<file path="src/rtl/sara_pkg.sv">
// ----------------------------------------------------------------------------
// sara_pkg: shared types and constants of the surface area ratio accumulator
// Beat formats, window geometry tables and datapath widths.
// ----------------------------------------------------------------------------
`timescale 1ns / 1ps

package sara_pkg;

    // Field and datapath widths
    localparam int HEIGHT_W        = 16;
    localparam int MASK_W          = 9;
    localparam int NUM_CELLS       = 9;
    localparam int CELL_SIZE_W     = 16;
    localparam int IDX_W           = 16;
    localparam int REGION_CNT_W    = 16;
    localparam int C2_W            = 2 * CELL_SIZE_W;
    localparam int RAD_W           = 42;
    localparam int ROOT_W          = RAD_W / 2;
    localparam int HALF_W          = 19;
    localparam int ACC_W           = 45;
    localparam int AREA_SHIFT      = 4;
    localparam int AREA_W          = ACC_W - AREA_SHIFT;
    localparam int REGION_SUM_W    = 48;
    localparam int TOTAL_SUM_W     = 64;
    localparam int IDX_SHIFT       = 8;
    localparam int NUM_EDGES       = 16;
    localparam int NUM_TRIS        = 8;
    localparam int QUEUE_DEPTH     = 2;
    localparam int COUNT_WIDTH_DEF = 32;

    localparam logic [CELL_SIZE_W-1:0] CELL_SIZE_RESET = 16'd2560;

    // Edge endpoints as window cell numbers
    // Cell order: center, N, E, W, S, NE, NW, SE, SW
    localparam logic [3:0] EDGE_P [NUM_EDGES] = '{
        4'd6, 4'd1, 4'd3, 4'd0, 4'd8, 4'd4, 4'd6, 4'd1,
        4'd5, 4'd3, 4'd0, 4'd2, 4'd0, 4'd0, 4'd0, 4'd0
    };
    localparam logic [3:0] EDGE_Q [NUM_EDGES] = '{
        4'd1, 4'd5, 4'd0, 4'd2, 4'd4, 4'd7, 4'd3, 4'd0,
        4'd2, 4'd8, 4'd4, 4'd7, 4'd6, 4'd5, 4'd8, 4'd7
    };
    // the last edges in the table, those set in EDGE_DIAG, run from the center to the corners
    localparam logic [NUM_EDGES-1:0] EDGE_DIAG = 16'hF000;

    // Triangle sides as edge numbers
    localparam logic [3:0] TRI_A [NUM_TRIS] = '{
        4'd12, 4'd7, 4'd6, 4'd13, 4'd2, 4'd3, 4'd14, 4'd10
    };
    localparam logic [3:0] TRI_B [NUM_TRIS] = '{
        4'd0, 4'd1, 4'd2, 4'd8, 4'd9, 4'd11, 4'd10, 4'd15
    };
    localparam logic [3:0] TRI_C [NUM_TRIS] = '{
        4'd7, 4'd13, 4'd12, 4'd3, 4'd14, 4'd15, 4'd4, 4'd5
    };

    // Input beat
    typedef struct packed {
        logic [HEIGHT_W-1:0] height_center;
        logic [HEIGHT_W-1:0] height_north;
        logic [HEIGHT_W-1:0] height_east;
        logic [HEIGHT_W-1:0] height_west;
        logic [HEIGHT_W-1:0] height_south;
        logic [HEIGHT_W-1:0] height_northeast;
        logic [HEIGHT_W-1:0] height_northwest;
        logic [HEIGHT_W-1:0] height_southeast;
        logic [HEIGHT_W-1:0] height_southwest;
        logic [MASK_W-1:0]   valid_mask;
        logic                region_end;
        logic                map_end;
    } pixel_t;

    // Output beat
    typedef struct packed {
        logic [IDX_W-1:0]        region_index;
        logic [REGION_CNT_W-1:0] region_pixels;
        logic [IDX_W-1:0]        landscape_index;
        logic                    map_done;
    } result_t;

    // Classified queue entry
    typedef struct packed {
        logic [NUM_CELLS-1:0][HEIGHT_W-1:0] heights;
        logic                               full;
        logic                               emit;
        logic                               map_end;
    } work_t;

    // Square root unit handshake
    typedef struct packed {
        logic             start;
        logic [RAD_W-1:0] radicand;
    } sqrt_req_t;

    typedef struct packed {
        logic              done;
        logic [ROOT_W-1:0] root;
    } sqrt_rsp_t;

    // Ratio unit result
    typedef struct packed {
        logic             done;
        logic [IDX_W-1:0] index;
    } div_rsp_t;

endpackage

</file>
<file path="src/rtl/sara_front.sv">
// ----------------------------------------------------------------------------
// sara_front: input classifier and work queue
// Takes pixel beats, marks complete windows and region closes, and holds
// them in a short queue for the back end.
// ----------------------------------------------------------------------------
`timescale 1ns / 1ps

module sara_front (
    input  logic             clk,
    input  logic             rst_n,
    input  logic             pixel_valid,
    output logic             pixel_stall,
    input  sara_pkg::pixel_t pixel,
    output logic             work_valid,
    output sara_pkg::work_t  work,
    input  logic             work_pop
);
    import sara_pkg::*;

    localparam int PTR_W  = (QUEUE_DEPTH > 1) ? $clog2(QUEUE_DEPTH) : 1;
    localparam int FILL_W = $clog2(QUEUE_DEPTH + 1);

    work_t              queue_mem [QUEUE_DEPTH];
    logic [PTR_W-1:0]   wr_ptr_reg;
    logic [PTR_W-1:0]   rd_ptr_reg;
    logic [FILL_W-1:0]  fill_reg;
    work_t              entry;
    logic               push;
    logic               pop;

    // Classify the incoming beat
    always_comb
    begin
        entry.heights[0] = pixel.height_center;
        entry.heights[1] = pixel.height_north;
        entry.heights[2] = pixel.height_east;
        entry.heights[3] = pixel.height_west;
        entry.heights[4] = pixel.height_south;
        entry.heights[5] = pixel.height_northeast;
        entry.heights[6] = pixel.height_northwest;
        entry.heights[7] = pixel.height_southeast;
        entry.heights[8] = pixel.height_southwest;
        entry.full       = &pixel.valid_mask;
        entry.emit       = pixel.region_end | pixel.map_end;
        entry.map_end    = pixel.map_end;
    end

    assign pixel_stall = (fill_reg == FILL_W'(QUEUE_DEPTH));
    assign push        = pixel_valid & ~pixel_stall;
    assign work_valid  = (fill_reg != '0);
    assign pop         = work_pop & work_valid;
    assign work        = queue_mem[rd_ptr_reg];

    // Queue storage
    always_ff @(posedge clk)
    begin
        if (push)
        begin
            queue_mem[wr_ptr_reg] <= entry;
        end
    end

    // Queue pointers and fill level
    always_ff @(posedge clk or negedge rst_n)
    begin
        if (!rst_n)
        begin
            wr_ptr_reg <= '0;
            rd_ptr_reg <= '0;
            fill_reg   <= '0;
        end
        else
        begin
            if (push)
            begin
                wr_ptr_reg <= (wr_ptr_reg == PTR_W'(QUEUE_DEPTH - 1)) ? '0
                                                                     : wr_ptr_reg + 1'b1;
            end
            if (pop)
            begin
                rd_ptr_reg <= (rd_ptr_reg == PTR_W'(QUEUE_DEPTH - 1)) ? '0
                                                                     : rd_ptr_reg + 1'b1;
            end
            if (push && !pop)
            begin
                fill_reg <= fill_reg + 1'b1;
            end
            else if (pop && !push)
            begin
                fill_reg <= fill_reg - 1'b1;
            end
        end
    end

endmodule

</file>
<file path="config.mk">
export PLATFORM = sky130hd
export DESIGN_NAME = sara_front
export DESIGN_NICKNAME = d
export VERILOG_FILES = /design/src/rtl/sara_pkg.sv /design/src/rtl/sara_front.sv
export SDC_FILE = /design/constraint.sdc
export NUM_CORES = 1
export LEC_CHECK = 0
export CAP_MARGIN = 20
export CORE_ASPECT_RATIO = 1.2
export CORE_MARGIN = 2
export CORE_UTILIZATION = 65
export CTS_CLUSTER_DIAMETER = 200
export CTS_CLUSTER_SIZE = 28
export DETAILED_ROUTE_END_ITERATION = 16
export DONT_BUFFER_PORTS = 1
export GPL_TIMING_DRIVEN = 0
export PLACE_DENSITY_LB_ADDON = 0.3
export SYNTH_ARGS = -nofsm -noshare
export SYNTH_HDL_FRONTEND = slang
export SYNTH_SLANG_ARGS = --single-unit
</file>
<file path="constraint.sdc">
create_clock -name clk -period 12.9 [get_ports clk]
set_clock_uncertainty 0.15 [all_clocks]
set_input_delay 1.935 -clock clk [delete_from_list [all_inputs] [get_ports clk]]
set_output_delay 1.935 -clock clk [all_outputs]
set_load 0.1 [all_outputs]
</file>
# Yosys cells after proc, flatten, opt, wreduce, memory -nomap -nowiden
# Memory sizes are Yosys's and may differ from the RTL's.
# Cells that the tools add are included.
# word_totals
register_bits	4
wordCells	26
output_inout_bits	149
mem_bits_rw	294
inputBits	159
latchBits	0
rom_bits	0
memories	1
# memory_table
name	words	width	read_ports	rd_clocked_by_memory_dff	wr	line_no	rtl
queue_mem	2	147	1	0	1	sara_front.sv:23	work_t queue_mem [QUEUE_DEPTH];
# classes
addsub	4
n_bitwise	4
eq_ne	1
mux	6
div	0
order_cmp	0
mul	0
n_shift	0
n_reduce_logical	7
# ops
operator	count
AND reduction 9 bit	1
two-way mux 1 bit	4
two-way mux 2 bit	2
nonzero test 2 bit	2
adder 1 bit (second input constant)	2
adder 2 x 1 -> 2 bit (second input constant)	1
bitwise AND 1 bit	2
equality test 2 bit (second input constant)	1
logical AND 1 bit	2
zero test 1 bit	2
subtractor 2 x 1 -> 2 bit (second input constant)	1
inverter 1 bit	1
bitwise OR 1 bit	1

# Depth between registers and ports, before layout
# depth
word_depth	7
mapped_depth	7
ltp_nobuf	7

# Least setup slack after synthesis
# OpenSTA, ideal clock, no wires.
# synth_path
kind	input -> register
startpoint	in pixel_valid
endpoint	mem queue_mem[0][0] (netlist name), enable pin
path_buffers	0
required_time_ns	12.095
setup_time_ns	0.655
arrival_ns	8.127
path_slack_ns	3.968
stages	2
cell_sequence	nand2_1 > nor2_1
# synth_via
elab_chain_cells	3
# synth_lines
item	line_no	rtl
from (decl)	sara_front.sv:11	input logic pixel_valid,
bitwise AND 1 bit	sara_front.sv:49	assign push = pixel_valid & ~pixel_stall;
two-way mux 1 bit	sara_front.sv:57	if (push)
two-way mux 1 bit (implied by the code)	sara_front.sv:59	queue_mem[wr_ptr_reg] <= entry;
to (decl)	sara_front.sv:23	
# No other way between the ends.

==> impl_metrics.json <==
{
  "status": "finished, final reports clean",
  "synth_top_family_by_area": "multiplexers",
  "synthFlopType": "edfxtp_1",
  "cts_max_level": 1,
  "finalHoldViolCount": 0,
  "track_usage_pct": 20.3,
  "rr_worst_depth": 5,
  "instances_no_fill": 718,
  "grt_pass1_vias": 4700,
  "first_pass_iters": 4,
  "reg2reg_from": "fill_reg[0]",
  "dieArea_um2": 17800,
  "reg2reg_slack_ps": 10450,
  "setup_viol": 0,
  "startpoint_type": "register",
  "grt_max_degree": 63,
  "yosys-top-cells-area": "edfxtp_1 (81%), mux2_2 (15%), buf_6 (1.2%), dfrtp_1 (0.92%), xnor2_1 (0.24%)",
  "io_buffers": 0,
  "wl_per_cell_um": 26.1,
  "netlist_area_um2": 10900,
  "synth_cells": 481,
  "cts_resized": 0,
  "cts_tree": "built",
  "tns_ps": 0,
  "relSlewSlack_pct": 43.7,
  "fmax_mhz": 247,
  "antenna_found_initial": 0,
  "clock_latency_ps": 470,
  "synthArstFlopShare_pct": 1.34,
  "r2r_end": "queue_mem[0][44]",
  "die_h_um": 146,
  "drc": 0,
  "yosysWarningCount": 0,
  "vias_per_cell": 6.13,
  "place_congestion": 0.759,
  "yosysTopAreaCell": "edfxtp_1",
  "crit_start": "rd_ptr_reg",
  "diodes": 0,
  "cts_inserted_buffers": 14,
  "cts_sinks": 298,
  "synth.mux.area_fraction_pct": 15.2,
  "rows": 51,
  "yosys.area.top_type_share_pct": 81.2,
  "crit_fanout": 10,
  "fin_util_pct": 71.8,
  "ys_seq_area_share_pct": 82.2,
  "regArea_um2": 8930,
  "worstMarginPinSlew_ps": 842,
  "fillers": 944,
  "die_w_um": 122,
  "finalInstanceArea_um2": 11700,
  "synth_cell_type_count": 18,
  "synth_edf_count": 294,
  "max_cap_viol_count": 0,
  "synth_common_cells": "edfxtp_1 (294), mux2_2 (147), buf_6 (12)",
  "synthSimpleGateAreaFrac_pct": 0.553,
  "rsz0062_at_grt": "false",
  "maxSlewViolCount": 0,
  "layout.nets": 663,
  "io_pins": 308,
  "synthAdderAreaFrac_pct": 0.115,
  "dp_hpwl_um": 13500,
  "syn_nets": 641,
  "ant_nets": 0,
  "cts.clk_slew.worst_paths_ps": 100,
  "crit_type": "reg2out",
  "drtIter0Drc": 283,
  "clock_path_buffers": 3,
  "overflow": 0,
  "grt_pass1_wl_um": 26600,
  "ys_seq_elements": 298,
  "drt_wl_total_um": 18700,
  "largest_register_ffs": 294,
  "root_buffer": "clkbuf_16",
  "synth_most_common_cell": "edfxtp_1",
  "multi_input_area_um2": 1780,
  "fin_crit_sh_pct": 31.3,
  "area_delta_synth_final_pct": 7.53,
  "critPathRequiredTime_ps": 10810,
  "vias": 4398,
  "fin_crit_ps": 4040,
  "synth_compound_area_share_pct": 0,
  "worst_hold_path_type": "reg2reg",
  "cp-endpoint": "work[43]",
  "worst_ep_arrival_time_ps": 1960,
  "placed_cell_area_um2": 11300,
  "post_cts_buffers": 0,
  "core_um2": 16300,
  "dp.cells": 699,
  "initial_utilization_pct": 66.8,
  "synth-xor-area-share_pct": 0.403,
  "syn_area_per_cell_um2": 22.6,
  "drive_gt1_share_pct": 37.4,
  "cp-end-kind": "output pin",
  "hold_buffers": 0
}
==> worst min path at each step <==
| stage | from | slack (ps) | cells past startpoint | endpoint |
|---|---|---|---|---|
| global route | fill_reg[1] | 420 | 1 | fill_reg[1] |
| floorplan | fill_reg[1] | 310 | 1 | fill_reg[1] |
| finish | fill_reg[1] | 380 | 1 | fill_reg[1] |
| CTS | fill_reg[1] | 380 | 1 | fill_reg[1] |
| global placement | fill_reg[1] | 320 | 1 | fill_reg[1] |
| detailed placement | fill_reg[1] | 370 | 1 | fill_reg[1] |
==> critical path, cell delays in order (launching register included) <==
cell and delay, ps:
dfrtp_1 410, buf_4 280, buf_6 200, mux2_2 590
==> layer usage <==
layer | routed length, um | track usage (%) | up-vias | share of wire [%]
met5 | 0 | 0 | - | 0
met4 | 604 | 7.01 | 0 | 3.2
met3 | 2430 | 9.60 | 35 | 13
met2 | 9870 | 37.0 | 234 | 53
met1 | 5840 | 19.5 | 2194 | 31
li1 | - | - | 1935 | -
==> per-stage QoR <==
stage | setup WS [ps] | hold slack, ps
6_report | 8860 | 376
4_1_cts | 8800 | 384
5_1_grt | 8780 | 424
2_1_floorplan | 3970 | 306
3_5_place_dp | 9100 | 366
3_3_place_gp | 1440 | 322
==> cell families after synthesis <==
| logic type | count (synthesis) |
|---|---|
| simple gates | 12 |
| buf+inv | 18 |
| fa+ha+maj | 1 |
| xor+xnor | 5 |
| mux | 147 |
| flops | 298 |
==> layout make-up <==
cell class,count,area share [%]
Clock buffer,18,3.31
Timing Repair Buffer,6,1.22
Inverter,2,0.0642
Tap cell,212,2.27
Multi-Input combinational cell,165,15.3
Buffer,16,1.37
Sequential cell,298,76.4
Clock inverter,1,0.0964
==> cell usage in the layout (no fill, tap or decap), types with 2 or more instances in the layout <==
cell | Yosys | routed
clkbuf_16 | 0 | 15
buf_16 | 0 | 3
clkbuf_1 | 0 | 3
xor2_1 | 2 | 2
mux2_2 | 147 | 147
inv_1 | 2 | 2
buf_2 | 2 | 2
edfxtp_1 | 294 | 294
or2_2 | 2 | 2
buf_12 | 0 | 3
dfrtp_1 | 4 | 4
nand2_1 | 3 | 3
buf_6 | 12 | 12
xnor2_1 | 3 | 3
buf_4 | 2 | 2
Power is not shown: default switching activity piles up to over one toggle a cycle in this logic, so the estimate is an artifact.
